### config.mk
export PLATFORM = sky130hd
export DESIGN_NAME = sequence_reorder_buffer
export DESIGN_NICKNAME = d
export VERILOG_FILES = /design/src/hdl/srb_pkg.sv /design/src/hdl/srb_ram.sv /design/src/hdl/sequence_reorder_buffer.sv
export SDC_FILE = /design/constraint.sdc
export NUM_CORES = 1
export LEC_CHECK = 0
export ABC_AREA = 0
export BUFFER_PORTS_ARGS = -buffer_cell sky130_fd_sc_hd__buf_2
export CORE_MARGIN = 2
export CORE_UTILIZATION = 25
export CTS_CLUSTER_SIZE = 14
export DETAILED_ROUTE_END_ITERATION = 8
export PLACE_DENSITY = 0.37
export REMOVE_ABC_BUFFERS = 1
export SYNTH_ARGS = -nofsm -noshare
export SYNTH_HDL_FRONTEND = slang
export SYNTH_SLANG_ARGS = --single-unit
### constraint.sdc
create_clock -name clk_i -period 8.29 [get_ports clk_i]
set_input_delay 0.4145 -clock clk_i [delete_from_list [all_inputs] [get_ports clk_i]]
set_output_delay 0.4145 -clock clk_i [all_outputs]
set_load 0.02 [all_outputs]
### src/hdl/srb_pkg.sv
// ----------------------------------------------------------------------------
// srb_pkg: shared types and constants of the sequence reorder buffer
// Store geometry, index width, status codes, opcodes and sequencer states.
// ----------------------------------------------------------------------------
package srb_pkg;

  // Reorder window; keep it a power of two so that the slot is the low bits
  localparam int unsigned Window     = 64;
  localparam int unsigned SlotBits   = $clog2(Window);
  localparam int unsigned IdxBits    = 32;
  localparam int unsigned PortIdxW   = 32;
  localparam int unsigned MaxResults = 64;
  localparam int unsigned CntW       = $clog2(Window + 1);
  localparam int unsigned NumW       = $clog2(MaxResults + 1);

  typedef enum logic {
    OpComplete = 1'b0,
    OpFlush    = 1'b1
  } op_e;

  typedef enum logic [1:0] {
    StatRelease = 2'd0,
    StatClean   = 2'd1,
    StatDrop    = 2'd2,
    StatGap     = 2'd3
  } status_e;

  typedef enum logic [2:0] {
    StIdle,
    StCheck,
    StIncr,
    StSend,
    StDrainRd,
    StDrainWr
  } state_e;

endpackage

### src/hdl/srb_ram.sv
// ----------------------------------------------------------------------------
// srb_ram: generic single-write, single-read RAM
// One write port and one read port with registered read data.
// ----------------------------------------------------------------------------
module srb_ram #(
  parameter int unsigned Width = 1,
  parameter int unsigned Depth = 64
) (
  input  logic                     clk_i,
  input  logic                     we_i,
  input  logic [$clog2(Depth)-1:0] waddr_i,
  input  logic [Width-1:0]         wdata_i,
  input  logic [$clog2(Depth)-1:0] raddr_i,
  output logic [Width-1:0]         rdata_o
);

  logic [Width-1:0] mem_q [Depth];
  logic [Width-1:0] rdata_q;

  always_ff @(posedge clk_i) begin
    if (we_i) begin
      mem_q[waddr_i] <= wdata_i;
    end
    rdata_q <= mem_q[raddr_i];
  end

  assign rdata_o = rdata_q;

endmodule

### src/hdl/sequence_reorder_buffer.sv
// ----------------------------------------------------------------------------
// sequence_reorder_buffer: in-order release of tagged completions
// Stores early completions in a windowed slot store and releases them in
// sequence order, one word per output handshake.
// ----------------------------------------------------------------------------
// Completions arrive with a sequence index and a one-bit result, in any
// order, and leave strictly in index order. An arrival equal to the expected
// index is released, followed by every stored entry that continues the run
// without a gap; the final word of that run carries last. An arrival ahead of
// the expected index but inside the window is stored and produces no word.
// Arrivals outside the window, or whose slot is already taken, produce one
// status word (dropped) carrying the expected index. A flush produces one
// status word, clean or gap, and empties the store. The block works on one
// input word at a time and is not ready while it does so. A stored arrival
// passes through accept and check-and-store; a dropped one or a flush through
// accept, check and send, where the output may stall; a release through
// accept, check, increment and send, then a read, write and send step for each
// further entry drained. The single adder shared by the window check and the
// index increment and the registered payload RAM read set these steps.
// ----------------------------------------------------------------------------
module sequence_reorder_buffer
  import srb_pkg::*;
(
  input  logic                clk_i,
  input  logic                rst_ni,
  input  logic                in_valid_i,
  output logic                in_ready_o,
  input  logic                opcode_i,
  input  logic [PortIdxW-1:0] reply_index_i,
  input  logic                reply_result_i,
  output logic                out_valid_o,
  input  logic                out_ready_i,
  output logic [PortIdxW-1:0] out_index_o,
  output logic                out_result_o,
  output logic [1:0]          status_o,
  output logic                last_o
);

  // Sequencer state
  state_e state_q, state_d;

  // Control state
  logic [IdxBits-1:0] exp_q, exp_d;          // next index to release
  logic [Window-1:0]  valid_q, valid_d;      // slot holds an early arrival
  logic [CntW-1:0]    cnt_q, cnt_d;          // number of valid slots
  logic [NumW-1:0]    num_q, num_d;          // words emitted in this run

  // Captured input word
  op_e                op_q, op_d;
  logic [IdxBits-1:0] idx_q, idx_d;
  logic               res_q, res_d;

  // Output register
  logic [PortIdxW-1:0] oidx_q, oidx_d;
  logic                ores_q, ores_d;
  status_e             ostat_q, ostat_d;
  logic                olast_q, olast_d;

  // Shared adder
  logic [IdxBits-1:0] add_a, add_b, sum;
  logic               add_cin;

  // Slot selects and check results
  logic [SlotBits-1:0] in_slot, exp_slot, nxt_slot;
  logic                in_window, chk_drop, chk_store;

  // Payload RAM
  logic ram_we, ram_rdata;

  // Shared unit: window distance in the check step, otherwise increment
  always_comb begin
    add_a   = exp_q;
    add_b   = '0;
    add_cin = 1'b1;
    if (state_q == StCheck) begin
      add_a = idx_q;
      add_b = ~exp_q;
    end
  end

  assign sum = add_a + add_b + IdxBits'(add_cin);

  assign in_slot   = idx_q[SlotBits-1:0];
  assign exp_slot  = exp_q[SlotBits-1:0];
  assign nxt_slot  = sum[SlotBits-1:0];
  assign in_window = (sum[IdxBits-1:SlotBits] == '0);
  assign chk_drop  = !in_window || valid_q[in_slot];
  assign chk_store = !chk_drop && (sum != '0);

  // Next state
  always_comb begin
    state_d = state_q;
    case (state_q)
      StIdle: begin
        if (in_valid_i) begin
          state_d = StCheck;
        end
      end
      StCheck: begin
        if (op_q == OpFlush || chk_drop) begin
          state_d = StSend;
        end else if (chk_store) begin
          state_d = StIdle;
        end else begin
          state_d = StIncr;
        end
      end
      StIncr:    state_d = StSend;
      StSend: begin
        if (out_ready_i) begin
          state_d = olast_q ? StIdle : StDrainRd;
        end
      end
      StDrainRd: state_d = StDrainWr;
      StDrainWr: state_d = StSend;
      default:   state_d = StIdle;
    endcase
  end

  // Datapath and store updates
  always_comb begin
    exp_d   = exp_q;
    valid_d = valid_q;
    cnt_d   = cnt_q;
    num_d   = num_q;
    op_d    = op_q;
    idx_d   = idx_q;
    res_d   = res_q;
    oidx_d  = oidx_q;
    ores_d  = ores_q;
    ostat_d = ostat_q;
    olast_d = olast_q;
    ram_we  = 1'b0;
    case (state_q)
      StIdle: begin
        // Capture the incoming word
        if (in_valid_i) begin
          op_d  = op_e'(opcode_i);
          idx_d = IdxBits'(reply_index_i);
          res_d = reply_result_i;
        end
      end
      StCheck: begin
        if (op_q == OpFlush) begin
          // Report stranded entries, then drop the whole store
          oidx_d  = PortIdxW'(exp_q);
          ores_d  = 1'b0;
          ostat_d = (cnt_q != '0) ? StatGap : StatClean;
          olast_d = 1'b1;
          valid_d = '0;
          cnt_d   = '0;
        end else if (chk_drop) begin
          oidx_d  = PortIdxW'(exp_q);
          ores_d  = 1'b0;
          ostat_d = StatDrop;
          olast_d = 1'b1;
        end else if (chk_store) begin
          valid_d[in_slot] = 1'b1;
          cnt_d            = cnt_q + CntW'(1);
          ram_we           = 1'b1;
        end
      end
      StIncr: begin
        // Release the expected word; look ahead at the following slot
        oidx_d  = PortIdxW'(idx_q);
        ores_d  = res_q;
        ostat_d = StatRelease;
        olast_d = !valid_q[nxt_slot] || (NumW'(1) == NumW'(MaxResults));
        num_d   = NumW'(1);
        exp_d   = sum;
      end
      StDrainRd: begin
        valid_d[exp_slot] = 1'b0;
        cnt_d             = cnt_q - CntW'(1);
      end
      StDrainWr: begin
        oidx_d  = PortIdxW'(exp_q);
        ores_d  = ram_rdata;
        ostat_d = StatRelease;
        olast_d = !valid_q[nxt_slot] || ((num_q + NumW'(1)) == NumW'(MaxResults));
        num_d   = num_q + NumW'(1);
        exp_d   = sum;
      end
      default: ;
    endcase
  end

  always_ff @(posedge clk_i or negedge rst_ni) begin
    if (!rst_ni) begin
      state_q <= StIdle;
      exp_q   <= '0;
      valid_q <= '0;
      cnt_q   <= '0;
      num_q   <= '0;
    end else begin
      state_q <= state_d;
      exp_q   <= exp_d;
      valid_q <= valid_d;
      cnt_q   <= cnt_d;
      num_q   <= num_d;
    end
  end

  always_ff @(posedge clk_i) begin
    op_q    <= op_d;
    idx_q   <= idx_d;
    res_q   <= res_d;
    oidx_q  <= oidx_d;
    ores_q  <= ores_d;
    ostat_q <= ostat_d;
    olast_q <= olast_d;
  end

  // Early-arrival payloads; read in the cycle before each drained word is built
  srb_ram #(
    .Width(1),
    .Depth(Window)
  ) u_payload_ram (
    .clk_i  (clk_i),
    .we_i   (ram_we),
    .waddr_i(in_slot),
    .wdata_i(res_q),
    .raddr_i(exp_slot),
    .rdata_o(ram_rdata)
  );

  assign in_ready_o   = (state_q == StIdle);
  assign out_valid_o  = (state_q == StSend);
  assign out_index_o  = oidx_q;
  assign out_result_o = ores_q;
  assign status_o     = ostat_q;
  assign last_o       = olast_q;

`ifndef SYNTHESIS
  // Never take a new word while a result is on offer
  assert property (@(posedge clk_i) disable iff (!rst_ni)
    !(in_ready_o && out_valid_o))
    else $error("input ready while output word pending");

  // The fill count tracks the valid bits
  assert property (@(posedge clk_i) disable iff (!rst_ni)
    $countones(valid_q) == int'(cnt_q))
    else $error("slot count out of step with valid bits");

  // A word without last must be followed by a drain of the next slot
  assert property (@(posedge clk_i) disable iff (!rst_ni)
    out_valid_o && out_ready_i && !last_o |=> state_q == StDrainRd && valid_q[exp_slot])
    else $error("drain continued without a stored entry");
`endif

endmodule

Word level (Yosys, flattened, before mapping)
Memories as Yosys holds them, arrays and structs flattened. A register that Yosys moved wholly into a read port is not among the register bits.
Index checks and enable logic that the tools add are counted.
{"block": "word_totals", "register_bits": 183, "ram_bits": 64, "inputBits": 38, "output_inout_bits": 38, "elab_cells": 105, "mem_count": 1}
{"name": "u_payload_ram.mem_q", "words": 64, "word_bits": 1, "read_ports": 1, "rd_clocked_by_memory_dff": 1, "write_ports": 1, "line": "srb_ram.sv:17", "source": "logic [Width-1:0] mem_q [Depth];"}
{"block": "op_classes", "addsub": 5, "n_lt_le_gt_ge": 5, "n_eq_ne": 11, "muxes": 44, "bitwise_logic": 4, "n_reduce_logical": 23}
{"cell": "$mux 64", "n": 3}
{"cell": "$mux 32", "n": 4}
{"cell": "$pmux 64 s2", "n": 1}
{"cell": "$pmux 32 s3", "n": 1}
{"cell": "$and 64x64->64", "n": 1}
{"cell": "$not 64->64", "n": 1}
{"cell": "$or 64x64->64", "n": 1}
{"cell": "$add 32x1->32 const B", "n": 1}
{"cell": "$add 32x32->32", "n": 1}
{"cell": "$not 32->32", "n": 1}
{"cell": "$reduce_bool 32->1", "n": 1}
{"cell": "$pmux 7 s2", "n": 2}
{"cell": "$logic_not 26->1", "n": 1}
{"cell": "$lt 6x7->1 const B", "n": 3}
{"cell": "$mux 7", "n": 3}
{"cell": "$pmux 3 s5", "n": 1}
{"cell": "$add 7x1->7 const B", "n": 2}
{"cell": "$mux 1", "n": 14}
{"cell": "$bmux 1 s6", "n": 2}
{"cell": "$demux 1 s6", "n": 2}
{"cell": "$ge 6x1->1 const B", "n": 2}
{"cell": "$mux 2", "n": 5}
{"cell": "$mux 3", "n": 3}
{"cell": "$ne 3x3->1 const B", "n": 3}
{"cell": "19 further kinds", "n": 33}

Longest topological paths before layout
Gate-level depths: netlist of run 1.
{"block": "logic_depth", "depth_word": 15, "ltp_mapped": 23, "depth_no_buf": 16}

Hierarchy
A second synthesis of run 1 with hierarchy kept.
{"block": "hier_totals", "cells_unflattened": 1480, "area_unflattened_um2": 14849.2}
{"mod": "sequence_reorder_buffer", "n_inst": 1, "cells_per_inst": 1276, "area_each_um2": 11935.2, "seq_area_each_um2": 4929.7}
{"mod": "srb_ram", "n_inst": 1, "cells_per_inst": 204, "area_each_um2": 2914.0, "seq_area_each_um2": 1941.9}

Least setup slack after synthesis of run 1
No wires, ideal clock.
{"block": "synth_path", "path_kind": "register -> register", "start": "register state_q[0]", "end": "register olast_q (netlist: last_o), enable pin", "setup_ns": 0.411, "arrival_ns": 4.550, "required_ns": 7.879, "path_slack_ns": 3.329, "path_stages_with_launch": 20, "n_path_buf": 3, "period_less_slack_ns": 4.961, "cell_sequence": "dfrtp_1 clkbuf_1 nor2b_1 nor2b_1 clkbuf_1 clkbuf_1 nand2b_1 ha_1 fa_1 nand2b_1 a21oi_1 o21ai_1 a211oi_2 o21ai_1 o31ai_1 xnor2_1 nor4_2 nand3_1 a21oi_1 inv_1"}
{"block": "synth_via", "elab_chain_cells": 9, "word_cells_on_any_way": 13, "classes_between": "add/sub (2); eq/ne (4); mux (2); reduce/logical (5)"}
{"element": "start, declared", "line": "sequence_reorder_buffer.sv:40", "source": "state_e state_q, state_d;"}
{"element": "start signal, assigned", "line": "sequence_reorder_buffer.sv:190", "source": "state_q <= StIdle;"}
{"element": "start signal, assigned", "line": "sequence_reorder_buffer.sv:196", "source": "state_q <= state_d;"}
{"element": "$eq 3x1->1", "line": "sequence_reorder_buffer.sv:75, sequence_reorder_buffer.sv:134"}
{"element": "$mux 32", "line": "sequence_reorder_buffer.sv:75", "source": "if (state_q == StCheck) begin"}
{"element": "$add 32x32->32", "line": "sequence_reorder_buffer.sv:81", "source": "assign sum = add_a + add_b + IdxBits'(add_cin);"}
{"element": "$add 32x1->32", "line": "sequence_reorder_buffer.sv:81"}
{"element": "$logic_not 26->1", "line": "sequence_reorder_buffer.sv:86", "source": "assign in_window = (sum[IdxBits-1:SlotBits] == '0);"}
{"element": "$logic_not 1->1", "line": "sequence_reorder_buffer.sv:87", "source": "assign chk_drop = !in_window || valid_q[in_slot];"}
{"element": "$logic_or 1x1->1", "line": "sequence_reorder_buffer.sv:87"}
{"element": "$ne 3x3->1 (no line)"}
{"element": "$reduce_and 2->1 (no line) (*)"}
{"element": "end signal, assigned", "line": "sequence_reorder_buffer.sv:211", "source": "olast_q <= olast_d;"}
{"element": "end, declared", "line": "sequence_reorder_buffer.sv:57", "source": "logic olast_q, olast_d;"}
Every way passes the cells marked *; elsewhere a longest branch is shown, timed or not.
A chain may end at the register's enable or synchronous reset.

Worst setup path after layout of run 1
{"block": "layout_path", "start": "register state_q[0]", "end": "memory u_payload_ram.mem_q[9], enable pin"}
{"block": "layout_via", "elab_chain_cells": 15, "word_cells_on_any_way": 17, "classes_between": "add/sub (2); eq/ne (1); mux (8); reduce/logical (6)"}
{"element": "$eq 3x1->1 (*)", "line": "sequence_reorder_buffer.sv:75, sequence_reorder_buffer.sv:134"}
{"element": "$mux 32", "line": "sequence_reorder_buffer.sv:75"}
{"element": "$add 32x32->32", "line": "sequence_reorder_buffer.sv:81"}
{"element": "$add 32x1->32", "line": "sequence_reorder_buffer.sv:81"}
{"element": "$logic_not 26->1", "line": "sequence_reorder_buffer.sv:86"}
{"element": "$logic_not 1->1", "line": "sequence_reorder_buffer.sv:87"}
{"element": "$logic_or 1x1->1", "line": "sequence_reorder_buffer.sv:87"}
{"element": "$logic_not 1->1", "line": "sequence_reorder_buffer.sv:88", "source": "assign chk_store = !chk_drop && (sum != '0);"}
{"element": "$logic_and 1x1->1", "line": "sequence_reorder_buffer.sv:88"}
{"element": "$mux 1", "line": "sequence_reorder_buffer.sv:157", "source": "end else if (chk_store) begin"}
{"element": "$mux 1", "line": "sequence_reorder_buffer.sv:152", "source": "end else if (chk_drop) begin"}
{"element": "$mux 1", "line": "sequence_reorder_buffer.sv:144", "source": "if (op_q == OpFlush) begin"}
{"element": "$mux 1 (*)", "line": "sequence_reorder_buffer.sv:134", "source": "case (state_q)"}
{"element": "$mux 1 (*)", "line": "srb_ram.sv:21", "source": "if (we_i) begin"}
{"element": "$mux 1 (implied by the code) (*)", "line": "srb_ram.sv:22", "source": "mem_q[waddr_i] <= wdata_i;"}
{"element": "end, declared", "line": "srb_ram.sv:17"}
Marks and branches as above.

==> results.md, run 1 <==
Outcome:
- The flow ran to the end, and the final reports show no timing, DRC or antenna violations.

Route:
- The count of nets left with antenna violations once routing finished came out at 0.
- The final routed wirelength across all metal layers is 54500 µm.
- The number of detailed-routing iterations run before antenna repair is 5.
- The routed length on met2 is 23500 µm.
- The final routed wire length divided by cell count is 24.7 µm.
- The overall via count from detail_route is 11772.
- After detailed routing, the wire length on met1 is 26800 µm.
- After the first detailed-routing iteration, the DRC count stood at 879.
- After detailed routing, the number of vias per cell comes to 5.33.
- After detailed routing, the number of remaining DRC violations is 0.
- Summed over all nets, wire length on met3 after detailed routing comes to 2730 µm.
- The detailed router used layers up to and including met4.

Place:
- The HPWL reported at the end of detailed placement is 35000 µm.
- The congestion estimate from routability-driven global placement came to 0.827.
- The number of I/O port buffers is 75.

Global route:
- The largest net degree at the start of global routing is 69.
- The first global-routing pass estimated 81600 µm of wire.
- The number of global-route vias before repair was 11968.
- The number of antenna violations at the first check in global routing was 2.
- The total global routing track utilization is 18.2%.
- For this run the aggregate overflow at the end of global routing stands at 0.

Floorplanning:
- The I/O pin total is 76.
- The initial cell density of the core is 25.2%.
- The area of the die is 0.0598 mm².
- From bottom edge to top edge, the die measures 245 µm.
- The die is 245 µm wide.
- Row generation in the floorplan step produced 88 rows.
- The floorplan step defined a core boundary enclosing 0.0575 mm².

Synthesis:
- Counting distinct cell types in the post-synthesis netlist gives 76.
- The cell area after technology mapping is 0.0145 mm².
- The top cell type by area accounts for 27.8% of the synthesized area.
- The Yosys step of the flow raised 0 warnings.
- The synthesized design contains 134 enable-type register cells.
- Of all flip-flops after synthesis, the portion carrying an async set or reset was 45.6%.
- By area the synthesized netlist is led by sky130_fd_sc_hd__edfxtp_1 (28%), sky130_fd_sc_hd__dfrtp_1 (20%), sky130_fd_sc_hd__nand2_1 (4.9%), sky130_fd_sc_hd__a2bb2oi_1 (3.9%), sky130_fd_sc_hd__mux4_2 (3.7%).
- Of all cell types, the one taking the most synthesized area is sky130_fd_sc_hd__edfxtp_1.
- The share of the Yosys chip area taken by registers is 47.5%.
- Synthesis inferred 248 register bits.
- Each instance of the synthesized netlist takes up on average 10.4 µm².
- The top flip-flop cell by instance count after synthesis is sky130_fd_sc_hd__edfxtp_1.
- Counting every instance in the synthesized netlist gives 1396.

STA:
- Setup total negative slack on the finished layout was measured at 0 ps.
- The post-route clock skew is 28.1 ps.
- The transition time at the pin with the least slew margin is 1260 ps.
- The number of setup violations in the final report is 0.
- The routed design could run at a clock period as short as 6830 ps.
- Setup repair after global routing left no endpoint under its margin.
- In this run the tightest slew margin relative to its limit is 14.6%.
- The achievable clock frequency is 146 MHz.
- Of the available clock period, the critical path in the final layout requires 82.4%.
- Final hold analysis gives a worst-case slack of 24.2 ps.
- The max-slew violation total from the final report was 0.
- The number of endpoints with negative hold slack in the final report is 0.

Layout:
- The final net count is 1493.
- Once layout is complete, the utilization of the core stands at 29.1%.
- The layout filler cell count is 6084.
- Leaving out fill and tap cells, the most frequent cell in the layout is sky130_fd_sc_hd__nand2_1.
- The fraction of final layout cells sized beyond drive strength 1 is 18.4%.
- The area added between synthesis and finish is 15.5%.
- In the layout the commonest cells are sky130_fd_sc_hd__nand2_1 (187), sky130_fd_sc_hd__edfxtp_1 (134), sky130_fd_sc_hd__dfrtp_1 (113).

Clock network:
- The maximum number of buffers from clock root to sink is 3.
- Clock-pin slew was measured on the worst setup and hold paths at 60 ps.
- The clock root buffer is sky130_fd_sc_hd__clkbuf_16.
- The setup fix buffers added after clock tree synthesis is 0.
- The clock reaches the later pin of the worst-skew pair after 570 ps.
- The number of H-tree levels is 2.
- The clock drives 248 sinks.
- The clock tree from TritonCTS is done.
- Clock tree synthesis inserted a total of 34 buffers.

Worst setup path:
- The largest individual stage delay along the critical path comes from the cell sky130_fd_sc_hd__nor4_1.
- By startpoint and endpoint, the worst setup path is classified as reg2reg.
- The required time of the critical path is 8500 ps.
- Data on the critical path arrives at its endpoint at 7040 ps.
- Traced cell by cell, the critical path runs through nor2b_1 > nor2b_4 > buf_4 > nand2_1 > nand2_1 > ha_1 > a21oi_1 > nand2_1 > o21ai_1 > a211oi_2 > or4_1 > o211ai_1 > nand3_1 > nor3_1 > nand3b_1 > buf_4 > buf_4 > nor4_1.
- STA classifies the critical path endpoint as a flip-flop.
- The cell type group with the largest total delay on the critical path is simple AND/OR/NAND/NOR gates.
- The maximum fanout count along the critical path is 41.
- The type of element launching the critical path is a flip-flop.
- The largest stage delay on the critical path is 550 ps.
- The critical path contains buffers and inverters numbering 3 combined.

Power and ir drop:
- The total power is 0.00678 W.
- The leakage power of the design is 6.37 nW.
- Dividing total power by cell area gives a power density of 406 mW/mm².
- The worst-case IR drop observed on VDD is 0.214 mV.

Worst hold path:
- The worst hold path belongs to the class in2reg.

Job:
- The tool flagged a number of max-cap violations equal to 0.
where the power goes:
part / leakage [nW] / total, W / switching (W) / internal, W
Clock: 0.561 / 0.00154 / 0.000607 / 0.000931
Combinational: 3.07 / 0.00344 / 0.00230 / 0.00114
Sequential: 2.74 / 0.00180 / 0.000223 / 0.00158
Total: 6.37 / 0.00678 / 0.00313 / 0.00365
routing by layer:
layer	global-route usage, %	up-vias
met4	5.70	0
met3	2.82	83
met5	0	-
met2	27.3	370
li1	-	5370
met1	26.8	5949
sequential cells by signal (all words and copies together), names as in the netlist, 2 cells and up:
name	count
cnt_q	7
exp_q	32
idx_q	32
num_q	7
out_index_o	32
state_q	3
status_o	2
u_payload_ram.mem_q	64
valid_q	64
cell type report:
type | instances | area [µm²] | area share [%]
Antenna cell | 1 | 2.50 | 0.0150
Multi-Input combinational cell | 1011 | 7070 | 42.3
Clock buffer | 47 | 950 | 5.68
Inverter | 23 | 86.3 | 0.517
Timing Repair Buffer | 101 | 576 | 3.44
Sequential cell | 248 | 6870 | 41.1
Tap cell | 765 | 957 | 5.73
Clock inverter | 14 | 195 | 1.17
cells in the mapped netlist, drive strengths merged, types with 8 or more instances:
master,n
a21boi,8
a21o,15
a21oi,60
a221oi,13
a22o,12
a22oi,19
a2bb2oi,65
a31oi,15
and2,8
and3,8
buf,30
clkbuf,84
dfrtp,113
edfxtp,134
ha,35
inv,23
mux2,39
mux2i,13
mux4,25
nand2,188
nand2b,15
nand3,26
nand3b,16
nand4,9
nor2,79
nor3,17
nor4,71
o21ai,109
o221ai,8
o31ai,9
or3,10
xnor2,12
xor2,11
timing repair:
item,CTS,global route
hold buffers,1,0
resized for setup,0,0
hold endpoints to repair,30,0
worst paths after layout:
kind,slack (ps),cells past startpoint,endpoint,start
hold reg to reg,500,1,num_q[0],num_q[0]
max in group asynchronous,6180,4,exp_q[28],rst_ni
setup reg to reg,1460,18,u_payload_ram.mem_q[9],state_q[0]
min in group asynchronous,350,2,valid_q[28],rst_ni
hold / removal,20,1,res_q,reply_result_i
setup / recovery,1460,18,u_payload_ram.mem_q[9],state_q[0]
cell families (layout without fill, tap and decap cells):
group | after synthesis | after routing | synth area share (%)
xor+xnor | 23 | 23 | 1.39
mux | 77 | 77 | 7.86
flops | 248 | 248 | 47.5
other cells | 0 | 1 | 0
buf+inv | 137 | 185 | 3.94
fa+ha+maj | 36 | 36 | 3.17
compound gates | 392 | 392 | 18.6
simple gates | 483 | 483 | 17.5
metrics by stage:
step / area (µm²) / setup slack, ps / instances
5_1_grt: 16700 / 968 / 2209
3_3_place_gp: 15500 / 1580 / 2147
4_1_cts: 16700 / 1430 / 2209
2_1_floorplan: 14000 / 1070 / 1282
3_5_place_dp: 15500 / 1430 / 2147
6_report: 16700 / 1460 / 2210
(Power assumes the default switching activity.)
==> run 2, diff against run 1 <==
==> constraint.sdc (replaced) <==
create_clock -name clk_i -period 6.74 [get_ports clk_i]
set_input_delay 0.337 -clock clk_i [delete_from_list [all_inputs] [get_ports clk_i]]
set_output_delay 0.337 -clock clk_i [all_outputs]
set_load 0.02 [all_outputs]
==> results.md, run 2 (synthesis results as in run 1) <==
Outcome:
- The flow ran to the end, and the final reports show no timing, DRC or antenna violations.

STA:
- The achievable clock frequency was 166 MHz (+13%).
- The transition time at the pin with the least slew margin is 1210 ps (-51.7 ps).
- Setup repair after global routing left no endpoint under its margin.
- The accumulated negative setup slack is 0 ps (unchanged).
- The headroom to the max-slew limit is 19.1% (+4.5 points).
- The number of setup violations in the final report is 0 (unchanged).
- The worst path setup slack after routing is 715 ps (-743 ps).
- The ratio of final minimum period to clock period came to 89.4% (+7.0 points).
- The max-slew violation total from the final report is 0 (unchanged).
- The number of endpoints with negative hold slack in the final report came to 0 (unchanged).
- The final critical path time including I/O delays and setup is 6020 ps (-807 ps).
- The post-route clock skew is 24.5 ps (-3.58 ps).

Layout:
- The top cell types in the final layout, fill and taps aside, are sky130_fd_sc_hd__nand2_1 (187), sky130_fd_sc_hd__edfxtp_1 (134), sky130_fd_sc_hd__dfrtp_1 (113).
- The final net count is 1531 (+2.5%).
- In the final layout, the registers with the most flip-flops are u_payload_ram.mem_q (64), valid_q (64).
- The number of standard cells in the final layout excluding fillers is 2248 (+1.7%).
- Leaving out fill and tap cells, the most frequent cell in the layout is sky130_fd_sc_hd__nand2_1.
- From synthesis to final layout, the design area changed by 17.6%.
- The fraction of final layout cells sized beyond drive strength 1 was 17.9% (-0.54 points).

Global route:
- The global-route wire length before repair is 81500 µm (about the same).
- The largest net degree at the start of global routing came to 78 (+13%).
- The number of antenna violations at the first check in global routing was 1 (-1).
- The total global routing track utilization was 18.3% (+0.072 points).
- The number of global-route vias before repair is 11848 (-1.0%).
- The total global routing overflow is 0 (unchanged).

Floorplanning:
- The number of placement rows is 88 (unchanged).
- The core outline area is 0.0575 mm² (unchanged).
- The initial cell density of the core was 25.2% (unchanged).
- The area of the die was 0.0598 mm² (unchanged).
- The chip width was 245 µm (unchanged).
- The I/O pin total is 76 (unchanged).
- The die outline height is 245 µm (unchanged).

Worst setup path:
- The worst-case reg-to-reg path depth came to 16 (-2).
- The worst setup path is captured at a flip-flop.
- By startpoint and endpoint, the worst setup path is classified as reg2reg.
- The start of the worst register-to-register path is state_q[0].
- The setup slack of the worst register-to-register path is 720 ps (-740 ps).
- The maximum fanout count along the critical path was 34 (-17%).
- Tracing the worst setup path back leads to its startpoint at state_q[0].
- The type of element launching the critical path is a flip-flop.
- The largest stage delay on the critical path is 540 ps (about the same).
- The most critical setup path has its endpoint at out_index_o[22].
- The critical-path cell with the highest stage delay is sky130_fd_sc_hd__a211oi_2.
- The required time of the critical path is 6900 ps (-1600 ps).
- The endpoint identified for the worst register-to-register timing path is out_index_o[22].
- The critical path goes through nor2b_1 > nand2b_2 > mux2i_1 > ha_1 > fa_1 > nand2b_1 > a21oi_1 > o21ai_1 > a211oi_2 > o21ai_1 > o31ai_1 > xnor2_1 > nor4_2 > nand3_1 > a21oi_1 > inv_2.
- The worst endpoint data arrival time came to 6190 ps (-850 ps).

Route:
- The number of detailed-routing iterations run before antenna repair was 5 (unchanged).
- The initial detailed-routing violation count is 902 (+2.6%).
- The final routed wire length divided by cell count is 24.4 µm (-0.98%).
- The remaining number of nets flagged by the antenna check after routing is 0 (unchanged).
- The average via count per standard cell is 5.29 (-0.70%).
- The final routed wirelength across all metal layers is 54900 µm (+0.72%).
- The number of design rule violations left after detail routing was 0 (unchanged).
- The overall via count from detail_route is 11890 (+1.0%).

Power and ir drop:
- The worst ir drop on vdd came to 0.264 mV (+23%).
- The power per unit of standard cell area came to 486 mW/mm² (+20%).
- The leakage power of the design is 6.50 nW (+2.0%).

Job:
- The number of max-capacitance violations reported is 0 (unchanged).

Clock network:
- The insertion delay of the later-clocked pin in the worst-skew pair is 560 ps (about the same).
- The number of gates resized after CTS was 0 (unchanged).
- TritonCTS built the clock tree.
- The number of H-tree levels is 2 (unchanged).
- The clock root buffer is sky130_fd_sc_hd__clkbuf_16.
- The number of CTS-inserted buffers came to 34 (unchanged).
- The clock slew at the register clock pins of the worst setup and hold paths is 60 ps (about the same).
- The setup fix buffers added after clock tree synthesis is 0 (unchanged).
- The clock net sink count is 248 (unchanged).
- The maximum number of buffers from clock root to sink came to 3 (unchanged).

Place:
- The HPWL reported at the end of detailed placement is 34700 µm (-0.83%).
- The number of cells in the design after placement came to 2151 (+0.19%).
- The number of I/O port buffers is 75 (unchanged).
- The last weighted congestion value of the routability-driven placer is 0.862 (+4.3%).
- The setup slack at placement is 655 ps (-774 ps).

Worst hold path:
- The tightest min-delay check is of the in2reg type.
run 2: stage by stage:
stage | instance area, µm² | hold slack (ps) | util, % | total power [W]
after floorplan | 14000 | 41.4 | - | 0.00495
after global placement | 15600 | 490 | 27.1 | 0.00656
after detailed placement | 15600 | 501 | 27.1 | 0.00652
after CTS | 17000 | 102 | 29.6 | 0.00834
after global routing | 17000 | 117 | 29.6 | 0.00882
final | 17000 | 135 | 29.6 | 0.00826
run 2: how the worst min path moves through the flow:
| stage | slack [ps] | end | cells past startpoint | startpoint |
|---|---|---|---|---|
| 2_1_floorplan | 40 | cnt_q[0] | 0 | rst_ni |
| 3_3_place_gp | 490 | num_q[0] | 1 | num_q[0] |
| 3_5_place_dp | 500 | num_q[0] | 1 | num_q[0] |
| 4_1_cts | 100 | state_q[1] | 2 | out_ready_i |
| 5_1_grt | 120 | state_q[1] | 2 | out_ready_i |
| 6_report | 140 | state_q[1] | 2 | out_ready_i |
run 2: final cells by class:
class                      count  area [µm²]
multi-input combinational   1011        7070
antenna                        1        2.50
inverter                      23        86.3
clock inverter                13        72.6
tap                          765         957
fill                        6046       40500
clock buffer                  48         985
sequential                   248        6870
timing repair buffer         139         958
run 2: metal layers:
metal | vias to the layer above | global-route usage (%) | share of wire [%]
met5 | - | 0 | 0
met4 | 0 | 5.94 | 2.9
met1 | 5981 | 26.0 | 47
met2 | 368 | 27.6 | 44
met3 | 85 | 3.81 | 5.8
li1 | 5456 | - | -
run 2: worst max-delay path, delay by kind of cell (launching register included):
| family | cells | cell delay [ps] |
|---|---|---|
| flops | 1 | 460 |
| xor+xnor | 1 | 180 |
| compound gates | 6 | 1930 |
| mux | 1 | 210 |
| fa+ha+maj | 2 | 710 |
| buf+inv | 1 | 420 |
| simple gates | 5 | 1700 |
run 2: repair_timing:
| action | in CTS | in global routing |
|---|---|---|
| endpoints found under the setup margin | 0 | 0 |
| hold buffers | 35 | 0 |
| endpoints found under the hold margin | 68 | 0 |
run 2: report_power, final:
group | internal, W | switching [W] | total [W]
registers | 0.00194 | 0.000272 | 0.00221
logic | 0.00145 | 0.00285 | 0.00429
clock network | 0.00102 | 0.000729 | 0.00175
==> run 3, diff against run 2 <==
--- a/config.mk
+++ b/config.mk
@@ -11,7 +11,7 @@
 export CORE_UTILIZATION = 25
 export CTS_CLUSTER_SIZE = 14
 export DETAILED_ROUTE_END_ITERATION = 8
-export PLACE_DENSITY = 0.37
+export PLACE_DENSITY = 0.35
 export REMOVE_ABC_BUFFERS = 1
 export SYNTH_ARGS = -nofsm -noshare
 export SYNTH_HDL_FRONTEND = slang
==> results.md, run 3 (synthesis results as in run 1) <==
Outcome:
- The run finished with clean final reports.

Floorplanning:
- The core outline area is 0.0575 mm² (unchanged).
- The initial cell density of the core is 25.2% (unchanged).
- The area of the die is 0.0598 mm² (unchanged).
- The number of placement rows was 88 (unchanged).
- The die outline height is 245 µm (unchanged).
- The chip width is 245 µm (unchanged).
- The I/O pin total is 76 (unchanged).

Route:
- The initial detailed-routing violation count is 1067 (+18%).
- The final routed wirelength across all metal layers is 55200 µm (+0.44%).
- The average via count per standard cell came to 5.30 (+0.16%).
- The number of detailed-routing iterations run before antenna repair is 5 (unchanged).
- The overall via count from detail_route came to 11920 (+0.25%).
- The number of design rule violations left after detail routing was 0 (unchanged).
- The final routed wire length divided by cell count came to 24.5 µm (+0.35%).
- The remaining number of nets flagged by the antenna check after routing was 0 (unchanged).

Place:
- The number of cells in the design after placement is 2149 (-0.093%).
- The last weighted congestion value of the routability-driven placer is 0.797 (-7.5%).
- The HPWL reported at the end of detailed placement is 34800 µm (+0.42%).
- The setup slack at placement is 677 ps (+21.8 ps).
- The number of I/O port buffers is 75 (unchanged).

Worst setup path:
- The worst endpoint data arrival time is 6160 ps (-30 ps).
- The maximum fanout count along the critical path came to 77 (+130%).
- The kind of end point of the critical path is a flip-flop.
- The type of element launching the critical path is a flip-flop.
- The required time of the critical path is 6930 ps (+30 ps).
- The worst setup path is of the reg2reg kind.

Clock network:
- The clock tree from TritonCTS is done.
- The clock net sink count is 248 (unchanged).
- The number of H-tree levels is 2 (unchanged).
- The clock slew at the register clock pins of the worst setup and hold paths is 60 ps (about the same).
- The insertion delay of the later-clocked pin in the worst-skew pair came to 580 ps (+20 ps).
- The maximum number of buffers from clock root to sink came to 3 (unchanged).
- The number of CTS-inserted buffers is 36 (+5.9%).
- The setup fix buffers added after clock tree synthesis came to 0 (unchanged).
- The clock root buffer is sky130_fd_sc_hd__clkbuf_16.

Global route:
- The global-route met1 utilization is 27.3% (+1.3 points).
- The global-route wire length before repair came to 82000 µm (+0.67%).
- The global routing stage identified its most utilized layer as met2.
- The number of antenna violations at the first check in global routing is 1 (unchanged).
- The largest net degree at the start of global routing is 78 (unchanged).
- The total global routing overflow is 0 (unchanged).
- The total global routing track utilization is 18.4% (+0.074 points).
- The number of global-route vias before repair is 11733 (-0.97%).
- The routing usage on met2 is 27.5% (-0.12 points).
- The met3 usage is 2.90% (-0.91 points).

Layout:
- The number of standard cells in the final layout excluding fillers came to 2250 (+0.089%).
- The total area of sequential cells was 0.00687 mm² (unchanged).
- The layout filler cell count is 6002 (-0.73%).
- The area of combinational cells with multiple inputs was 0.00707 mm² (+0.11%).
- The fraction of final layout cells sized beyond drive strength 1 is 18.3% (+0.44 points).
- The antenna cell count was 0 (-1).
- The final net count was 1531 (unchanged).
- The most frequent standard cell in the layout excluding fill and tap cells is sky130_fd_sc_hd__nand2_1.
- Leaving out fill and tap cells, the most frequent cells in the layout are sky130_fd_sc_hd__nand2_1 (187), sky130_fd_sc_hd__edfxtp_1 (134), sky130_fd_sc_hd__dfrtp_1 (113).
- The area added between synthesis and finish is 18.4%.
- The largest registers in the layout are u_payload_ram.mem_q (64), valid_q (64).

STA:
- The worst path setup slack after routing is 771 ps (+55.5 ps).
- The number of setup violations in the final report is 0 (unchanged).
- The transition time at the pin with the least slew margin was 1090 ps (-119 ps).
- The number of endpoints with negative hold slack in the final report is 0 (unchanged).
- The achievable clock frequency is 168 MHz (+0.93%).
- The final critical path time including I/O delays and setup came to 5970 ps (-55.5 ps).
- The max-slew violation total from the final report was 0 (unchanged).
- The post-route clock skew is 49.0 ps (+24.5 ps).
- The headroom to the max-slew limit is 27.0% (+7.9 points).
- The ratio of final minimum period to clock period came to 88.6% (-0.82 points).
- The accumulated negative setup slack was 0 ps (unchanged).
- Setup repair after global routing left no endpoint under its margin.

Job:
- The number of max-capacitance violations reported is 0 (unchanged).

Power and ir drop:
- The worst ir drop on vdd is 0.200 mV (-24%).
- The power per unit of standard cell area is 494 mW/mm² (+1.8%).
- The leakage power of the design came to 6.55 nW (+0.83%).

Worst hold path:
- In this run the worst hold path is classified as in2reg.
==> run 3: changes by cell type in the layout (fill, tap and decap cells not counted), sizes merged <==
cell	delta
clkbuf	-2
clkinvlp	+1
clkinv	+3
buf	-2
bufinv	+3
diode	-1
==> run 3: area by class of cell <==
type,instances,area share (%)
Multi-Input combinational cell,1011,41.3
Sequential cell,248,40.1
Clock buffer,46,5.90
Tap cell,765,5.59
Timing Repair Buffer,137,5.51
Clock inverter,20,1.07
Inverter,23,0.504
==> run 3: repair_timing <==
action                                 CTS  global route
endpoints found under the hold margin   85             0
setup endpoints to repair                0             0
hold buffers                            35             0
resized for setup                        0             0
==> run 3: worst paths after layout <==
kind / start / to / slack [ps] / depth (start not counted)
max: state_q[0] / u_payload_ram.mem_q[4] / 770 / 17
min: out_ready_i / state_q[1] / 120 / 2
max reg2reg: state_q[0] / u_payload_ram.mem_q[4] / 770 / 17
min reg2reg: num_q[0] / num_q[0] / 510 / 1
max in group asynchronous: rst_ni / exp_q[28] / 4740 / 3
min in group asynchronous: rst_ni / valid_q[45] / 420 / 2
==> run 3: worst max-delay path, stage by stage (launching register included) <==
cell and delay [ps]:
sky130_fd_sc_hd__dfrtp_1 460, sky130_fd_sc_hd__nor2b_1 390, sky130_fd_sc_hd__nand2b_2 330, sky130_fd_sc_hd__buf_4 320
sky130_fd_sc_hd__nand2_1 90, sky130_fd_sc_hd__nand2_1 60, sky130_fd_sc_hd__ha_1 490, sky130_fd_sc_hd__nand2_1 150
sky130_fd_sc_hd__o21ai_0 580, sky130_fd_sc_hd__nor3_1 130, sky130_fd_sc_hd__a31oi_1 440, sky130_fd_sc_hd__a21oi_1 170
sky130_fd_sc_hd__xnor2_1 170, sky130_fd_sc_hd__or2_2 320, sky130_fd_sc_hd__nor4_2 430, sky130_fd_sc_hd__nand3b_1 220
sky130_fd_sc_hd__buf_12 290, sky130_fd_sc_hd__nor4_1 480
==> run 3: stage by stage <==
stage | area, µm² | utilization [%] | hold WS, ps | power, W
3_5_place_dp | 15600 | 27.1 | 508 | 0.00654
3_3_place_gp | 15600 | 27.1 | 499 | 0.00658
6_report | 17100 | 29.8 | 119 | 0.00846
2_1_floorplan | 14000 | - | 41.4 | 0.00495
5_1_grt | 17100 | 29.8 | 100 | 0.00904
4_1_cts | 17100 | 29.8 | 82.9 | 0.00855
==> run 3: power by group <==
part	switching [W]	internal (W)	total (W)
logic	0.00288	0.00143	0.00432
clock network	0.000767	0.00117	0.00194
registers	0.000263	0.00194	0.00221
==> run 3: routing by layer <==
| metal | up-vias | wire [µm] |
|---|---|---|
| li1 | 5437 | - |
| met5 | - | 0 |
| met2 | 343 | 24200 |
| met4 | 0 | 1240 |
| met1 | 6068 | 27100 |
| met3 | 72 | 2660 |
